## src/rtl/rprc_pkg.sv

```systemverilog
`timescale 1ns / 1ps
// Package for the RTT-penalized Reno window engine: field widths, reset values,
// codes and the sequencer state type. No dependencies.
package rprc_pkg;

  localparam int CWND_BITS_DEF  = 20;
  localparam int KIND_BITS      = 2;
  localparam int ACKED_BITS     = 16;
  localparam int SRTT_BITS      = 28;
  localparam int SRTT_SHIFT     = 3;
  localparam int BASE_RTT_BITS  = 24;
  localparam int PENALTY_BITS   = 8;
  localparam int CLAMP_BITS     = 20;
  localparam int CNT_BITS       = 32;
  localparam int DIV_BITS       = CNT_BITS + 1;
  localparam int ALU_MIN_BITS   = CNT_BITS + 2;
  localparam int STEP_BITS      = $clog2(DIV_BITS);
  localparam int CFG_IDX_BITS   = 2;
  localparam int CFG_DATA_BITS  = 24;
  localparam int MIN_SSTHRESH   = 2;

  localparam logic [BASE_RTT_BITS-1:0] RESET_BASE_RTT = BASE_RTT_BITS'(20000);
  localparam logic [PENALTY_BITS-1:0]  RESET_PENALTY  = PENALTY_BITS'(10);
  localparam logic [CLAMP_BITS-1:0]    RESET_CLAMP    = '1;

  typedef enum logic [KIND_BITS-1:0] {
    KIND_ACK  = 2'd0,
    KIND_LOSS = 2'd1,
    KIND_RTO  = 2'd2
  } kind_t;

  typedef enum logic [CFG_IDX_BITS-1:0] {
    IDX_BASE_RTT = 2'd0,
    IDX_PENALTY  = 2'd1,
    IDX_CLAMP    = 2'd2
  } cfg_idx_t;

  typedef enum logic {
    ALU_ADD = 1'b0,
    ALU_SUB = 1'b1
  } alu_op_t;

  typedef enum logic [4:0] {
    ST_IDLE,
    ST_SS_CHK,
    ST_SS_SUM,
    ST_SS_MIN,
    ST_SS_LEFT,
    ST_SS_CLAMP,
    ST_PEN,
    ST_MUL,
    ST_WCHK,
    ST_INC1,
    ST_ADDACK,
    ST_DIVCHK,
    ST_DIV,
    ST_ADDQ,
    ST_CLAMP,
    ST_REDUCE,
    ST_DONE
  } state_t;

endpackage

```

## src/rtl/rprc_if.sv

```systemverilog
`timescale 1ns / 1ps
// Valid/ready channel interfaces: request input, result output, config write.
// Depends on rprc_pkg.
interface rprc_in_if;
  import rprc_pkg::*;
  logic                  valid;
  logic                  ready;
  logic [KIND_BITS-1:0]  kind;
  logic [ACKED_BITS-1:0] acked;
  logic [SRTT_BITS-1:0]  srtt_scaled;
  logic                  window_limited;
  modport source (output valid, kind, acked, srtt_scaled, window_limited, input ready);
  modport sink   (input valid, kind, acked, srtt_scaled, window_limited, output ready);
endinterface

interface rprc_out_if #(
  parameter int CWND_BITS = rprc_pkg::CWND_BITS_DEF
);
  logic                 valid;
  logic                 ready;
  logic [CWND_BITS-1:0] cwnd_out;
  logic [CWND_BITS-1:0] ssthresh_out;
  modport source (output valid, cwnd_out, ssthresh_out, input ready);
  modport sink   (input valid, cwnd_out, ssthresh_out, output ready);
endinterface

interface rprc_cfg_if;
  import rprc_pkg::*;
  logic                     valid;
  logic                     ready;
  logic [CFG_IDX_BITS-1:0]  index;
  logic [CFG_DATA_BITS-1:0] data;
  modport source (output valid, index, data, input ready);
  modport sink   (input valid, index, data, output ready);
endinterface

```

## src/rtl/rprc_alu.sv

```systemverilog
`timescale 1ns / 1ps
// Shared add/subtract unit of the window sequencer; subtract also flags a < b.
// Depends on rprc_pkg.
module rprc_alu #(
  parameter int DW = rprc_pkg::ALU_MIN_BITS
) (
  input  rprc_pkg::alu_op_t op,
  input  logic [DW-1:0]     a,
  input  logic [DW-1:0]     b,
  output logic [DW-1:0]     res,
  output logic              lt
);
  import rprc_pkg::*;

  logic [DW:0] ext;

  always_comb begin
    unique case (op)
      ALU_ADD: ext = {1'b0, a} + {1'b0, b};
      ALU_SUB: ext = {1'b0, a} - {1'b0, b};
      default: ext = '0;
    endcase
  end

  assign res = ext[DW-1:0];
  assign lt  = (op == ALU_SUB) && ext[DW];

endmodule

```

## src/rtl/rprc_cfg_regs.sv

```systemverilog
`timescale 1ns / 1ps
// Configuration register file: base RTT, penalty factor, window clamp.
// Depends on rprc_pkg and rprc_cfg_if.
module rprc_cfg_regs (
  input  logic                                  clk,
  input  logic                                  rst_n,
  rprc_cfg_if.sink                              cfg,
  output logic [rprc_pkg::BASE_RTT_BITS-1:0]    base_rtt,
  output logic [rprc_pkg::PENALTY_BITS-1:0]     penalty,
  output logic [rprc_pkg::CLAMP_BITS-1:0]       clamp
);
  import rprc_pkg::*;

  logic [BASE_RTT_BITS-1:0] base_rtt_r, base_rtt_nxt;
  logic [PENALTY_BITS-1:0]  penalty_r,  penalty_nxt;
  logic [CLAMP_BITS-1:0]    clamp_r,    clamp_nxt;

  assign cfg.ready = 1'b1;

  always_comb begin
    base_rtt_nxt = base_rtt_r;
    penalty_nxt  = penalty_r;
    clamp_nxt    = clamp_r;
    if (cfg.valid) begin
      unique case (cfg_idx_t'(cfg.index))
        IDX_BASE_RTT: base_rtt_nxt = cfg.data[BASE_RTT_BITS-1:0];
        IDX_PENALTY:  penalty_nxt  = cfg.data[PENALTY_BITS-1:0];
        IDX_CLAMP:    clamp_nxt    = cfg.data[CLAMP_BITS-1:0];
        default: ;
      endcase
    end
  end

  always_ff @(posedge clk) begin
    if (!rst_n) begin
      base_rtt_r <= RESET_BASE_RTT;
      penalty_r  <= RESET_PENALTY;
      clamp_r    <= RESET_CLAMP;
    end else begin
      base_rtt_r <= base_rtt_nxt;
      penalty_r  <= penalty_nxt;
      clamp_r    <= clamp_nxt;
    end
  end

  assign base_rtt = base_rtt_r;
  assign penalty  = penalty_r;
  assign clamp    = clamp_r;

endmodule

```

## src/rtl/rtt_penalized_reno_cwnd.sv

```systemverilog
`timescale 1ns / 1ps
// Reno congestion window engine for one flow with an RTT penalty on fast flows.
// Depends on rprc_pkg, rprc_if, rprc_alu and rprc_cfg_regs.
//
// One request at a time: in_ch.ready is high only while the sequencer is idle,
// and every step of the update runs through a single add/subtract unit. A
// result sits in an output register, so a new request is taken while the last
// result waits. An ack that is not window-limited or an unused kind goes
// straight to the result, loss and timeout pass through the reduce step, and
// an ack that stays in slow start runs the slow start steps. Congestion
// avoidance comes after the slow start steps when leftover slow start acks
// spill into it, bumps the window when the count already sits at the target,
// and runs the bit-serial penalty multiply (fast flows only) and the restoring
// divide (only when the increase count reaches the target) through the shared
// unit.
// Loss and timeout halve the window (floor 2) into ssthresh; timeout drops
// the window to 1. Ack growth is clamped to the configured window clamp.
module rtt_penalized_reno_cwnd #(
  parameter int CWND_BITS = rprc_pkg::CWND_BITS_DEF
) (
  input  logic        clk,
  input  logic        rst_n,
  rprc_in_if.sink     in_ch,
  rprc_out_if.source  out_ch,
  rprc_cfg_if.sink    cfg_ch
);
  import rprc_pkg::*;

  localparam int DW = (CWND_BITS + PENALTY_BITS > ALU_MIN_BITS) ?
                      CWND_BITS + PENALTY_BITS : ALU_MIN_BITS;
  localparam int SRTT_KEEP = SRTT_BITS - SRTT_SHIFT;

  // saturate the increase counter at all ones
  function automatic logic [CNT_BITS-1:0] sat_cnt(input logic [DIV_BITS-1:0] v);
    logic [CNT_BITS-1:0] r;
    r = v[CNT_BITS] ? '1 : v[CNT_BITS-1:0];
    return r;
  endfunction

  logic [BASE_RTT_BITS-1:0] base_rtt;
  logic [PENALTY_BITS-1:0]  penalty;
  logic [CLAMP_BITS-1:0]    clamp;
  logic [PENALTY_BITS-1:0]  pf_eff;

  alu_op_t       alu_op;
  logic [DW-1:0] alu_a, alu_b, alu_res;
  logic          alu_lt;

  state_t                state_r, state_nxt;
  logic [CWND_BITS-1:0]  cwnd_r, cwnd_nxt;
  logic [CWND_BITS-1:0]  ssth_r, ssth_nxt;
  logic [CNT_BITS-1:0]   cnt_r, cnt_nxt;
  logic                  out_valid_r, out_valid_nxt;
  logic [CWND_BITS-1:0]  out_cwnd_r, out_cwnd_nxt;
  logic [CWND_BITS-1:0]  out_ssth_r, out_ssth_nxt;
  logic [KIND_BITS-1:0]  kind_r, kind_nxt;
  logic [ACKED_BITS-1:0] acked_r, acked_nxt;
  logic [SRTT_KEEP-1:0]  srtt_r, srtt_nxt;
  logic [DW-1:0]         acc_r, acc_nxt;
  logic [DW-1:0]         opb_r, opb_nxt;
  logic [DW-1:0]         cw_r, cw_nxt;
  logic [DW-1:0]         rem_r, rem_nxt;
  logic [DIV_BITS-1:0]   dq_r, dq_nxt;
  logic [STEP_BITS-1:0]  step_r, step_nxt;

  logic [DW-1:0]         w_eff;
  logic [DW-1:0]         part;
  logic [CWND_BITS-1:0]  half;
  logic [CWND_BITS-1:0]  red_ssth;

  rprc_cfg_regs u_cfg (
    .clk      (clk),
    .rst_n    (rst_n),
    .cfg      (cfg_ch),
    .base_rtt (base_rtt),
    .penalty  (penalty),
    .clamp    (clamp)
  );

  rprc_alu #(.DW(DW)) u_alu (
    .op  (alu_op),
    .a   (alu_a),
    .b   (alu_b),
    .res (alu_res),
    .lt  (alu_lt)
  );

  assign pf_eff   = (penalty == '0) ? PENALTY_BITS'(1) : penalty;
  assign w_eff    = (opb_r == '0) ? DW'(1) : opb_r;
  assign part     = {rem_r[DW-2:0], dq_r[DIV_BITS-1]};
  assign half     = cwnd_r >> 1;
  assign red_ssth = alu_lt ? CWND_BITS'(MIN_SSTHRESH) : half;

  assign in_ch.ready         = (state_r == ST_IDLE);
  assign out_ch.valid        = out_valid_r;
  assign out_ch.cwnd_out     = out_cwnd_r;
  assign out_ch.ssthresh_out = out_ssth_r;

  always_comb begin
    state_nxt     = state_r;
    cwnd_nxt      = cwnd_r;
    ssth_nxt      = ssth_r;
    cnt_nxt       = cnt_r;
    out_valid_nxt = out_valid_r && !out_ch.ready;
    out_cwnd_nxt  = out_cwnd_r;
    out_ssth_nxt  = out_ssth_r;
    kind_nxt      = kind_r;
    acked_nxt     = acked_r;
    srtt_nxt      = srtt_r;
    acc_nxt       = acc_r;
    opb_nxt       = opb_r;
    cw_nxt        = cw_r;
    rem_nxt       = rem_r;
    dq_nxt        = dq_r;
    step_nxt      = step_r;
    alu_op        = ALU_SUB;
    alu_a         = '0;
    alu_b         = '0;

    unique case (state_r)
      ST_IDLE: begin
        if (in_ch.valid) begin
          kind_nxt  = in_ch.kind;
          acked_nxt = in_ch.acked;
          srtt_nxt  = in_ch.srtt_scaled[SRTT_BITS-1:SRTT_SHIFT];
          case (in_ch.kind) inside
            KIND_ACK:           state_nxt = in_ch.window_limited ? ST_SS_CHK : ST_DONE;
            KIND_LOSS, KIND_RTO: state_nxt = ST_REDUCE;
            default:            state_nxt = ST_DONE;
          endcase
        end
      end
      // slow start when cwnd <= ssthresh
      ST_SS_CHK: begin
        alu_a     = DW'(ssth_r);
        alu_b     = DW'(cwnd_r);
        state_nxt = alu_lt ? ST_PEN : ST_SS_SUM;
      end
      ST_SS_SUM: begin
        alu_op    = ALU_ADD;
        alu_a     = DW'(cwnd_r);
        alu_b     = DW'(acked_r);
        acc_nxt   = alu_res;
        state_nxt = ST_SS_MIN;
      end
      // grown = min(cwnd + acked, ssthresh), hold the sum in acc
      ST_SS_MIN: begin
        alu_a     = acc_r;
        alu_b     = DW'(ssth_r);
        opb_nxt   = alu_lt ? acc_r : DW'(ssth_r);
        state_nxt = ST_SS_LEFT;
      end
      // leftover acked = sum - grown
      ST_SS_LEFT: begin
        alu_a     = acc_r;
        alu_b     = opb_r;
        acked_nxt = alu_res[ACKED_BITS-1:0];
        state_nxt = ST_SS_CLAMP;
      end
      ST_SS_CLAMP: begin
        alu_a     = opb_r;
        alu_b     = DW'(clamp);
        cwnd_nxt  = alu_lt ? opb_r[CWND_BITS-1:0] : CWND_BITS'(clamp);
        state_nxt = (acked_r != '0) ? ST_PEN : ST_DONE;
      end
      // penalize when srtt/8 < base RTT
      ST_PEN: begin
        alu_a  = DW'(srtt_r);
        alu_b  = DW'(base_rtt);
        cw_nxt = DW'(cwnd_r);
        if (alu_lt) begin
          acc_nxt   = '0;
          step_nxt  = STEP_BITS'(PENALTY_BITS - 1);
          state_nxt = ST_MUL;
        end else begin
          opb_nxt   = DW'(cwnd_r);
          state_nxt = ST_WCHK;
        end
      end
      // target = cwnd * factor, shift-add from the top factor bit
      ST_MUL: begin
        alu_op  = ALU_ADD;
        alu_a   = acc_r << 1;
        alu_b   = pf_eff[step_r[$clog2(PENALTY_BITS)-1:0]] ? cw_r : '0;
        acc_nxt = alu_res;
        if (step_r == '0) begin
          opb_nxt   = alu_res;
          state_nxt = ST_WCHK;
        end else begin
          step_nxt = step_r - STEP_BITS'(1);
        end
      end
      // a count already at target bumps the window and restarts
      ST_WCHK: begin
        alu_a   = DW'(cnt_r);
        alu_b   = w_eff;
        opb_nxt = w_eff;
        if (!alu_lt) begin
          cnt_nxt   = '0;
          state_nxt = ST_INC1;
        end else begin
          state_nxt = ST_ADDACK;
        end
      end
      ST_INC1: begin
        alu_op    = ALU_ADD;
        alu_a     = cw_r;
        alu_b     = DW'(1);
        cw_nxt    = alu_res;
        state_nxt = ST_ADDACK;
      end
      ST_ADDACK: begin
        alu_op    = ALU_ADD;
        alu_a     = DW'(cnt_r);
        alu_b     = DW'(acked_r);
        acc_nxt   = alu_res;
        state_nxt = ST_DIVCHK;
      end
      // skip the divide when the count stays below target
      ST_DIVCHK: begin
        alu_a = acc_r;
        alu_b = opb_r;
        if (alu_lt) begin
          cnt_nxt   = sat_cnt(acc_r[DIV_BITS-1:0]);
          state_nxt = ST_CLAMP;
        end else begin
          rem_nxt   = '0;
          dq_nxt    = acc_r[DIV_BITS-1:0];
          step_nxt  = STEP_BITS'(DIV_BITS - 1);
          state_nxt = ST_DIV;
        end
      end
      // restoring divide, one quotient bit per cycle
      ST_DIV: begin
        alu_a   = part;
        alu_b   = opb_r;
        rem_nxt = alu_lt ? part : alu_res;
        dq_nxt  = {dq_r[DIV_BITS-2:0], !alu_lt};
        if (step_r == '0) begin
          state_nxt = ST_ADDQ;
        end else begin
          step_nxt = step_r - STEP_BITS'(1);
        end
      end
      ST_ADDQ: begin
        alu_op    = ALU_ADD;
        alu_a     = cw_r;
        alu_b     = DW'(dq_r);
        cw_nxt    = alu_res;
        cnt_nxt   = sat_cnt(rem_r[DIV_BITS-1:0]);
        state_nxt = ST_CLAMP;
      end
      ST_CLAMP: begin
        alu_a     = cw_r;
        alu_b     = DW'(clamp);
        cwnd_nxt  = alu_lt ? cw_r[CWND_BITS-1:0] : CWND_BITS'(clamp);
        state_nxt = ST_DONE;
      end
      // ssthresh = max(cwnd/2, 2)
      ST_REDUCE: begin
        alu_a     = DW'(half);
        alu_b     = DW'(MIN_SSTHRESH);
        ssth_nxt  = red_ssth;
        cwnd_nxt  = (kind_r == KIND_LOSS) ? red_ssth : CWND_BITS'(1);
        state_nxt = ST_DONE;
      end
      // hold until the output register is free
      ST_DONE: begin
        if (!out_valid_r || out_ch.ready) begin
          out_valid_nxt = 1'b1;
          out_cwnd_nxt  = cwnd_r;
          out_ssth_nxt  = ssth_r;
          state_nxt     = ST_IDLE;
        end
      end
      default: state_nxt = ST_IDLE;
    endcase
  end

  always_ff @(posedge clk) begin
    if (!rst_n) begin
      state_r     <= ST_IDLE;
      out_valid_r <= 1'b0;
      cwnd_r      <= CWND_BITS'(1);
      ssth_r      <= '1;
      cnt_r       <= '0;
    end else begin
      state_r     <= state_nxt;
      out_valid_r <= out_valid_nxt;
      cwnd_r      <= cwnd_nxt;
      ssth_r      <= ssth_nxt;
      cnt_r       <= cnt_nxt;
    end
  end

  always_ff @(posedge clk) begin
    out_cwnd_r <= out_cwnd_nxt;
    out_ssth_r <= out_ssth_nxt;
    kind_r     <= kind_nxt;
    acked_r    <= acked_nxt;
    srtt_r     <= srtt_nxt;
    acc_r      <= acc_nxt;
    opb_r      <= opb_nxt;
    cw_r       <= cw_nxt;
    rem_r      <= rem_nxt;
    dq_r       <= dq_nxt;
    step_r     <= step_nxt;
  end

  a_busy_after_accept: assert property (@(posedge clk) disable iff (!rst_n)
    (in_ch.valid && in_ch.ready) |=> (state_r != ST_IDLE))
    else $error("sequencer idle right after a request");

  a_ssth_floor: assert property (@(posedge clk) disable iff (!rst_n)
    ssth_r >= CWND_BITS'(MIN_SSTHRESH))
    else $error("ssthresh below floor");

  a_div_rem: assert property (@(posedge clk) disable iff (!rst_n)
    (state_r == ST_DIV) |-> (rem_r < opb_r))
    else $error("divide remainder not below target");

  a_ack_clamped: assert property (@(posedge clk) disable iff (!rst_n)
    (state_r == ST_DONE && $past(state_r) == ST_CLAMP) |-> (DW'(cwnd_r) <= DW'(clamp)))
    else $error("window above clamp after ack");

  a_result_from_done: assert property (@(posedge clk) disable iff (!rst_n)
    $rose(out_valid_r) |-> ($past(state_r) == ST_DONE))
    else $error("result raised outside done state");

endmodule
```

## src/flat_wrapper.sv

```systemverilog
// flat-port wrapper written by rule: the top's interface ports become plain ports
module rtt_penalized_reno_cwnd_flat import rprc_pkg::*;
#(
  parameter int CWND_BITS = rprc_pkg::CWND_BITS_DEF
)
  (clk, rst_n, in_ch_valid, in_ch_kind, in_ch_acked, in_ch_srtt_scaled, in_ch_window_limited, in_ch_ready, out_ch_valid, out_ch_cwnd_out, out_ch_ssthresh_out, out_ch_ready, cfg_ch_valid, cfg_ch_index, cfg_ch_data, cfg_ch_ready);
  rprc_in_if in_ch_i ();
  rprc_out_if #(.CWND_BITS(CWND_BITS)) out_ch_i ();
  rprc_cfg_if cfg_ch_i ();
  input  logic clk;
  input  logic rst_n;
  input wire logic [$bits(in_ch_i.valid)-1:0] in_ch_valid;
  input wire logic [$bits(in_ch_i.kind)-1:0] in_ch_kind;
  input wire logic [$bits(in_ch_i.acked)-1:0] in_ch_acked;
  input wire logic [$bits(in_ch_i.srtt_scaled)-1:0] in_ch_srtt_scaled;
  input wire logic [$bits(in_ch_i.window_limited)-1:0] in_ch_window_limited;
  output wire logic [$bits(in_ch_i.ready)-1:0] in_ch_ready;
  output wire logic [$bits(out_ch_i.valid)-1:0] out_ch_valid;
  output wire logic [$bits(out_ch_i.cwnd_out)-1:0] out_ch_cwnd_out;
  output wire logic [$bits(out_ch_i.ssthresh_out)-1:0] out_ch_ssthresh_out;
  input wire logic [$bits(out_ch_i.ready)-1:0] out_ch_ready;
  input wire logic [$bits(cfg_ch_i.valid)-1:0] cfg_ch_valid;
  input wire logic [$bits(cfg_ch_i.index)-1:0] cfg_ch_index;
  input wire logic [$bits(cfg_ch_i.data)-1:0] cfg_ch_data;
  output wire logic [$bits(cfg_ch_i.ready)-1:0] cfg_ch_ready;
  assign in_ch_i.valid = in_ch_valid;
  assign in_ch_i.kind = in_ch_kind;
  assign in_ch_i.acked = in_ch_acked;
  assign in_ch_i.srtt_scaled = in_ch_srtt_scaled;
  assign in_ch_i.window_limited = in_ch_window_limited;
  assign in_ch_ready = in_ch_i.ready;
  assign out_ch_valid = out_ch_i.valid;
  assign out_ch_cwnd_out = out_ch_i.cwnd_out;
  assign out_ch_ssthresh_out = out_ch_i.ssthresh_out;
  assign out_ch_i.ready = out_ch_ready;
  assign cfg_ch_i.valid = cfg_ch_valid;
  assign cfg_ch_i.index = cfg_ch_index;
  assign cfg_ch_i.data = cfg_ch_data;
  assign cfg_ch_ready = cfg_ch_i.ready;
  rtt_penalized_reno_cwnd #(.CWND_BITS(CWND_BITS)) u_core (.clk(clk), .rst_n(rst_n), .in_ch(in_ch_i), .out_ch(out_ch_i), .cfg_ch(cfg_ch_i));
endmodule
```

## config.mk

```make
export PLATFORM = sky130hd
export DESIGN_NAME = rtt_penalized_reno_cwnd_flat
export DESIGN_NICKNAME = d
export VERILOG_FILES = /design/src/rtl/rprc_pkg.sv /design/src/rtl/rprc_if.sv /design/src/rtl/rprc_alu.sv /design/src/rtl/rprc_cfg_regs.sv /design/src/rtl/rtt_penalized_reno_cwnd.sv /design/src/flat_wrapper.sv
export SDC_FILE = /design/constraint.sdc
export NUM_CORES = 1
export LEC_CHECK = 0
export ABC_CLOCK_PERIOD_IN_PS = 26800
export BUFFER_PORTS_ARGS = -buffer_cell sky130_fd_sc_hd__buf_2
export CAP_MARGIN = 20
export CORE_MARGIN = 5
export CORE_UTILIZATION = 30
export DETAILED_ROUTE_END_ITERATION = 8
export GPL_TIMING_DRIVEN = 0
export SETUP_SLACK_MARGIN = 0.05
export SLEW_MARGIN = 25
export SYNTH_ARGS = -nofsm -noshare
export SYNTH_HDL_FRONTEND = slang
export SYNTH_SLANG_ARGS = --single-unit
```

## constraint.sdc

```tcl
create_clock -name clk -period 26.8 [get_ports clk]
set_input_delay 6.7 -clock clk [delete_from_list [all_inputs] [get_ports clk]]
set_output_delay 6.7 -clock clk [all_outputs]
set_load 0.01 [all_outputs]
```

---- Yosys cells after proc, flatten, opt, wreduce, memory -nomap -nowiden ----
Cells that the tools add are included.
storage, ports and cells
  output and inout bits ................... 43
  input bits .............................. 78
  register bits ........................... 387
cells by class
  multiplexer cells ....................... 52
  reduce and logical (&&, ||, !) cells .... 45
  order comparisons ....................... 1
  add/subtract/negate cells ............... 3
  eq/ne operators ......................... 31
operators by type and width
  kind                  count
  $pmux W34 S11         1
  $pmux W34 S10         1
  $mux W34              6
  $pmux W34 S2          2
  $pmux W34 S4          1
  $pmux W33 S2          2
  $mux W32              4
  $mux W33              3
  $pmux W32 S3          1
  $pmux W5 S16          1
  $pmux W35 S2          1
  $mux W20              3
  $pmux W20 S3          1
  $eq A5 B4 Y1 const B  8
  $mux W5               8
  $add A34 B34 Y35      1
  $sub A34 B34 Y35      1
  $logic_not A34 Y1     1
  $pmux W16 S2          1
  $eq A5 B3 Y1 const B  4
  $mux W19              1
  $mux W6               3
  $pmux W6 S3           1
  $mux W16              1
  32 further kinds      75

---- Logic depth before layout (Yosys ltp) ----
Gate-level depths: netlist (run 1).
  depth after elaboration ................. 12
  mapped depth ............................ 28

---- By module ----
A second synthesis (run 1) with hierarchy kept.
second synthesis, totals
  cell total of the unflattened synthesis .. 2311
  area total of the unflattened synthesis .. 22826.9 µm²
modules (own cells, without submodules)
  module                   sequential area each (µm²)  times used  cells an instance  area each (µm²)
  rtt_penalized_reno_cwnd  9278.9                      1           1714               17999.8
  rprc_alu                 0.0                         1           374                2578.7
  rprc_cfg_regs            1041.0                      1           223                2248.4

---- Worst setup path before layout (run 1) ----
Ideal clock, no wire load.
  path type ............................... reg2reg
  from .................................... register u_core.state_r[3]
  to ...................................... register u_core.dq_r[0], enable pin
  buffers on the path ..................... 4
  required time ........................... 26.288 ns
  clock period less this slack ............ 9.520 ns
  slack ................................... 17.280 ns
  stages on the path, launching flop included .. 25
  arrival time ............................ 9.009 ns
  cell sequence ........................... dfxtp_1 clkbuf_1 or3b_2 a2111oi_0 a21o_1 buf_2 buf_1 a21boi_0 ha_1 nand4_1 or3_1 o21ai_0 xnor2_1 ha_1 and4_1 nand4_1 a2111o_1 a211oi_1 o21bai_1 a21boi_1 nor3_1 mux2i_1 clkbuf_1 nor2_1 a21oi_1
between the ends
  cells in the longest elaborated chain, start to end .. 8
  elaborated cells on any way between the ends .. 32
ends and longest elaborated chain
  element                                                                RTL line                        source
  from (decl)                                                            rtt_penalized_reno_cwnd.sv:49   state_t state_r, state_nxt;
  from (signal assigned)                                                 rtt_penalized_reno_cwnd.sv:288  state_r <= state_nxt;
  $eq A5 B3 Y1, or another cell as far along                             rtt_penalized_reno_cwnd.sv:120  unique case (state_r)
  $reduce_or A3 Y1 (no source line) or $reduce_or A2 Y1 (tied branches)  --
  $pmux W34 S11 or $pmux W34 S10 (tied branches)                         rtt_penalized_reno_cwnd.sv:120
  $sub A34 B34 Y35 or $add A34 B34 Y35 (tied branches)                   rprc_alu.sv:20, rprc_alu.sv:19
  $pmux W35 S2                                                           rprc_alu.sv:18                  unique case (op)
  $logic_and A1 B1 Y1                                                    rprc_alu.sv:26                  assign lt = (op == ALU_SUB) && ext[DW];
  $ne A2 B2 Y1 (no source line)                                          --
  $reduce_and A2 Y1 (no source line) (*)                                 --
  to (signal assigned)                                                   rtt_penalized_reno_cwnd.sv:306  dq_r <= dq_nxt;
  to (decl)                                                              rtt_penalized_reno_cwnd.sv:63   logic [DIV_BITS-1:0] dq_r, dq_nxt;
Mark *: on every way between the ends. The rest lies on a longest branch, timed or not.
A chain may end at the register's enable or synchronous reset.

---- Worst setup path after layout (run 1) ----
  from .................................... register u_core.state_r[2]
  to ...................................... register u_core.rem_r[4], enable pin
between the ends
  cells in the longest elaborated chain, start to end .. 8
  elaborated cells on any way between the ends .. 32
ends and longest elaborated chain
  element                                                                RTL line                        source
  $eq A5 B3 Y1, or another cell as far along                             rtt_penalized_reno_cwnd.sv:120
  $reduce_or A3 Y1 (no source line) or $reduce_or A2 Y1 (tied branches)  --
  $pmux W34 S11 or $pmux W34 S10 (tied branches)                         rtt_penalized_reno_cwnd.sv:120
  $sub A34 B34 Y35 or $add A34 B34 Y35 (tied branches)                   rprc_alu.sv:20, rprc_alu.sv:19
  $pmux W35 S2                                                           rprc_alu.sv:18
  $logic_and A1 B1 Y1                                                    rprc_alu.sv:26
  $ne A2 B2 Y1 (no source line)                                          --
  $reduce_and A2 Y1 (no source line) (*)                                 --
  to (signal assigned)                                                   rtt_penalized_reno_cwnd.sv:305  rem_r <= rem_nxt;
  to (decl)                                                              rtt_penalized_reno_cwnd.sv:62   logic [DW-1:0] rem_r, rem_nxt;
Marks and branches as above.

==> impl_metrics.yaml, run 1 <==
critical_path:
  crit_path_max_fanout: 17
  worstSetupPathType: "flop to flop"
  worstSetupStartpoint: "u_core.state_r[2]"
  r2r_start: "u_core.state_r[2]"
  worstPathArrival_ps: 11350
  slowest_stage: "nor2b_1"
  cp-end-kind: "flop"
  crit_top_cell: "buf_16"
  critPathMaxStageDelay_ps: 1050
  cp.required_ps: 27110
  start_kind: "flop"
cts:
  clk_pin_slew_ps: 60
  cts_tree: "built"
  cts_setup_buffers: 0
  cts_made_buffers: 45
  cts_root_buf: "clkbuf_16"
  clk-insertion-delay-late_ps: 630
  cts_sinks: 387
  cts-hold-fix-buffers: 0
  ctsResizeCount: 0
  cts_max_level: 2
  clock_path_buffers: 3
synthesis:
  ys_ff_latch: 387
  synth_edf_count: 257
  synth-main-ff-cell: "edfxtp_1"
  synthArstFlopShare: 0
  yosysSeqAreaShare: 0.4608
  syn-cell-area_um2: 22400
  synth_top_cells_by_area: "edfxtp_1, dfxtp_1, nand2_1"
  synth_top_area_share: 0.3446
  synth.distinct_cells: 79
  avgSynthCellArea_um2: 9.082
  synth_cells: 2466
  synth.top_cells.by_count: "nand2_1, edfxtp_1, o21ai_0, clkbuf_1, nor2_1"
  synth_top_cell_by_area: "edfxtp_1"
  yosys_warnings: 0
  synth_nets: 2583
  synth_most_common_cell: "nand2_1"
place:
  gp_congestion: 1.042
  dp_hpwl_um: 83630
  port_buffers: 115
route:
  wl_met1_um: 42730
  wl_met2_um: 46350
  avgRoutedWirePerCell_um: 29.88
  top_layer_used: "met5"
  dr.pass1.iters: 9
  num_vias: 22590
  detail-route-antenna-nets: 0
  drc: 0
  drtIter0Drc: 4023
  vias_per_cell: 6.181
  dr_wl_met3_um: 13850
  drt-total-wl_um: 109200
timing:
  fmax_mhz: 90.62
  drv_slew: 0
  hold_viol: 0
  finClkSkew_ps: 28.16
  finalCritPeriodShare: 0.4117
  rsz0062_at_grt: "false"
  fin_crit_ps: 11030
  setup_tns_ps: 0
  worst_pin_slew_ps: 1279
  setup_viol: 0
  max_slew_margin: 0.1410
grt:
  overflow: 0
  antenna_found_initial: 4
  grt_pass1_vias: 21330
  grt_usage: 0.2571
  grt_pass1_wl_um: 154100
  grt_max_degree: 23
finish:
  ff_latch_area_um2: 10320
  final_util: 0.3529
  fill_cells: 7628
  layout-area-overhead-vs-synth_pct: 16.90
  final_net_count: 2762
  drive_above_1_share: 0.1048
  multi_input_area_um2: 11230
status:
  status: "complete, no violations"
run:
  maxCapViolCount: 0
floorplanning:
  die-width_um: 283.2
  fp.dieH_um: 283.2
  ios: 121
  rows: 100
  start_util: 0.3019
  die-area_um2: 80220
  coreArea_um2: 74200
min_path:
  hp-start: "u_core.cwnd_r[7]"
  hold_path.class: "flop to flop"
cell families after synthesis:
kind of cell               share of synthesized area
and+or+nand+nor                               0.1911
other                                      0.0001674
AOI/OAI and AO/OA                             0.2190
DFF                                           0.4608
muxes                                        0.03927
adders and majority gates                    0.02212
buffers and inverters                        0.04251
xor gates and xnor gates                     0.02503
registers in the layout, summed over array words and instances (netlist names), 6 cells and up:
register	flops
u_core.acc_r	34
u_core.cw_r	34
u_core.opb_r	34
u_core.dq_r	33
u_core.rem_r	33
u_core.cnt_r	32
u_core.srtt_r	25
u_core.u_cfg.base_rtt	24
u_core.cwnd_r	20
u_core.out_ch.cwnd_out	20
u_core.out_ch.ssthresh_out	20
u_core.ssth_r	20
u_core.u_cfg.clamp	20
u_core.acked_r	16
u_core.u_cfg.penalty	8
u_core.step_r	6
metal layers:
layer  vias up  track usage
met2      1734       0.3875
li1       9599            -
met4         2       0.1240
met1     10870       0.3400
met5         -            0
met3       381      0.07363
worst paths after layout:
check	endpoint	slack, ps	cells after the start
min reg2reg	u_core.out_ch.cwnd_out[7]	430	0
max reg2reg	u_core.rem_r[4]	15770	29
max	u_core.rem_r[4]	15770	29
min	u_core.out_ch.cwnd_out[7]	430	0
worst max-delay path, delay by kind of cell, from the launching register on:
family                     cells  cell delay, ps
AOI/OAI and AO/OA              9            3030
xor gates and xnor gates       1             170
adders and majority gates      2             710
buffers and inverters          8            3030
DFF                            1             300
muxes                          1             750
and+or+nand+nor                8            2680
layout make-up:
class | count | share of cell area
multi-input cells | 1841 | 0.4289
flip-flops and latches | 387 | 0.3942
well taps | 969 | 0.04631
clock buffers | 56 | 0.04611
repair buffers | 132 | 0.03312
plain buffers | 195 | 0.03030
clock inverters | 28 | 0.01453
inverters | 43 | 0.006165
diodes | 4 | 0.0003823
stage by stage:
stage	setup WS (ps)	std cells	area [um2]	hold WS (ps)
floorplan	17280	2466	22400	406.4
global route	15940	3651	26170	441.3
CTS	16000	3651	26170	427.9
finish	15770	3655	26180	426.1
detailed placement	16050	3567	24580	413.0
global placement	9870	3550	24180	415.2
cell usage in the layout, fill, tap and decap left out, types with 22 or more instances in the layout:
cell       instances
and2_1            22
a221oi_1          36
clkbuf_16         45
dfxtp_1          130
a21oi_1          139
a22oi_1           63
and3_1            54
xnor2_1           46
a222oi_1          37
ha_1              38
nand3_1           91
nor3_1            38
inv_1             41
a22o_1            29
clkbuf_1         167
edfxtp_1         257
nand2b_1          36
o21ai_0          172
buf_2            132
mux2i_1           71
nor2_1           156
nand2_1          461
Power of run 1 is not shown: default switching activity piles up to over one toggle a cycle in this logic, so the estimate is an artifact.
==> run 2, diff against run 1 <==
ABC_AREA = 1   (was not set)
ABC_CLOCK_PERIOD_IN_PS = 9500   (was 26800)
clock period = 9.5 ns   (was 26.8 ns; I/O delays follow)
==> run 2 against run 1 <==
Against the previous run: maximum frequency up 30%; register-to-register slack worse by 15000 ps; first-iteration DRC count down 9.8%; worst setup slack worse by 15000 ps; synthesized area up 2.0%; critical path depth up 5; wire length up 13%; critical endpoint is now u_core.opb_r[29]; cell area up 1.3%; synthesized cell count up 21%; global-route usage up 3.2 points; sequential share of layout area down 0.50 points; non-clock buffer count down 40.
==> impl_metrics.yaml, run 2 <==
synthesis:
  synth_most_common_cell: "nand2_1"
  synth_top_cell_by_area: "edfxtp_1"
  synth_adder_area_share: 0.02168
  ys_ff_latch: 387
  synth_edf_count: 257
  synth_top_cells_by_area: "edfxtp_1, dfxtp_1, nand2_1"
  synthMuxAreaShare: 0.0004380
  synthArstFlopShare: 0
  yosys_warnings: 0
  synth_cells: 2990
  synth_nets: 3107
  syn-cell-area_um2: 22850
  synth_top_family_by_area: "simple AND/OR/NAND/NOR gates"
  synth.top_cells.by_count: "nand2_1, nor2_1, inv_1, edfxtp_1, a21oi_1"
  yosys.area_share.simple: 0.2236
  synth-xor-area-share: 0.02415
  synth_top_area_share: 0.3377
  synth_compound_area_frac: 0.1866
  synth.distinct_cells: 45
  synth-main-ff-cell: "edfxtp_1"
  yosysSeqAreaShare: 0.4516
  avgSynthCellArea_um2: 7.642
finish:
  drive_above_1_share: 0.09591
  final_cell_mix: "nand2_1, nor2_1, inv_1, edfxtp_1, a21oi_1"
  final_common_cell: "nand2_1"
  final_cells: 4184
  layout-area-overhead-vs-synth_pct: 16.06
  reg.largest.list: "u_core.acc_r (34), u_core.cw_r (34), u_core.opb_r (34)"
  final_net_count: 3280
  final_util: 0.3504
  fill_cells: 8057
grt:
  grt_usage: 0.2887
  antenna_found_initial: 4
  grt_pass1_wl_um: 169000
  grt_pass1_vias: 22360
  overflow: 0
  grt_max_degree: 46
timing:
  worst_pin_slew_ps: 1126
  drv_slew: 0
  finalCritPeriodShare: 0.8928
  finClkSkew_ps: 26.61
  setup_viol: 0
  fin_crit_ps: 8482
  hold_viol: 0
  rsz0062_at_grt: "false"
  setup_tns_ps: 0
  timing.hold.ws_ps: 470.9
  fmax_mhz: 117.9
  max_slew_margin: 0.2490
cts:
  cts_made_buffers: 46
  clk-insertion-delay-late_ps: 620
  ctsResizeCount: 0
  clk_pin_slew_ps: 60
  clock_path_buffers: 3
  cts-hold-fix-buffers: 0
  cts_tree: "built"
  cts_root_buf: "clkbuf_16"
  cts_sinks: 387
  cts_setup_buffers: 0
  cts_max_level: 2
critical_path:
  critPathMaxStageDelay_ps: 610
  cp-end-kind: "flop"
  worstPathArrival_ps: 8780
  crit_top_cell: "nand2_1"
  cp.required_ps: 9800
  worstSetupPathType: "flop to flop"
  slowest_stage: "nor3_1"
  crit_path_max_fanout: 19
  path_delay_family: "simple AND/OR/NAND/NOR gates"
  start_kind: "flop"
  cp_num_buf_inv: 7
  rrSetupSlack_ps: 1020
floorplanning:
  die-width_um: 286.0
  ios: 121
  coreArea_um2: 75700
  fp.dieH_um: 286.0
  die-area_um2: 81790
  start_util: 0.3019
  rows: 101
route:
  vias_per_cell: 5.761
  dr.pass1.iters: 7
  drtIter0Drc: 3628
  drt-total-wl_um: 123100
  num_vias: 24110
  detail-route-antenna-nets: 0
  avgRoutedWirePerCell_um: 29.41
  drc: 0
place:
  dp_hpwl_um: 97920
  port_buffers: 115
  gp_congestion: 1.093
  dp.cells: 4093
run:
  maxCapViolCount: 0
min_path:
  hold_path.class: "flop to flop"
status:
  status: "complete, no violations"
==> run 2: worst paths after layout <==
kind,startpoint,depth (start not counted),endpoint
setup / recovery,u_core.state_r[1],34,u_core.opb_r[29]
hold / removal,u_core.u_cfg.penalty[0],2,u_core.u_cfg.penalty[0]
setup reg to reg,u_core.state_r[1],34,u_core.opb_r[29]
hold reg to reg,u_core.u_cfg.penalty[0],2,u_core.u_cfg.penalty[0]
==> run 2: metrics by stage <==
stage               instance area [um2]  setup slack (ps)
finish                            26520              1018
global placement                  24650             284.6
global route                      26510             917.4
detailed placement                24940              1494
floorplan                         22850              3457
CTS                               26500              1426
==> run 2: kinds of logic (layout without fill, tap and decap cells) <==
group                      count (synthesis)  in the layout
AOI/OAI and AO/OA                        729            729
xor gates and xnor gates                  63             63
adders and majority gates                 39             39
DFF                                      387            387
other                                      1              6
buffers and inverters                    527            738
and+or+nand+nor                         1243           1243
muxes                                      1              1
==> run 2: cell type report <==
cell class / instances / area [um2] / share of cell area
diodes: 5 / 12.51 / 0.0004718
plain buffers: 162 / 729.5 / 0.02751
clock buffers: 62 / 1340 / 0.05053
clock inverters: 24 / 224.0 / 0.008445
inverters: 365 / 1373 / 0.05176
multi-input cells: 2076 / 10510 / 0.3962
flip-flops and latches: 387 / 10320 / 0.3891
well taps: 978 / 1224 / 0.04614
repair buffers: 125 / 790.8 / 0.02982
==> run 2: worst min-delay path: cells and delay by family, from the launching register on <==
kind            cells  cell delay [ps]
compound gates      1               60
buf+inv             1               70
flops               1              290
==> run 2: metal layers <==
layer	vias up	track usage	part of all wire
met4	2	0.1899	0.081
li1	10530	-	-
met5	-	0	0.00011
met2	1728	0.4286	0.42
met3	357	0.07355	0.12
met1	11490	0.3716	0.38
Power of run 2 is left out for the same reason.
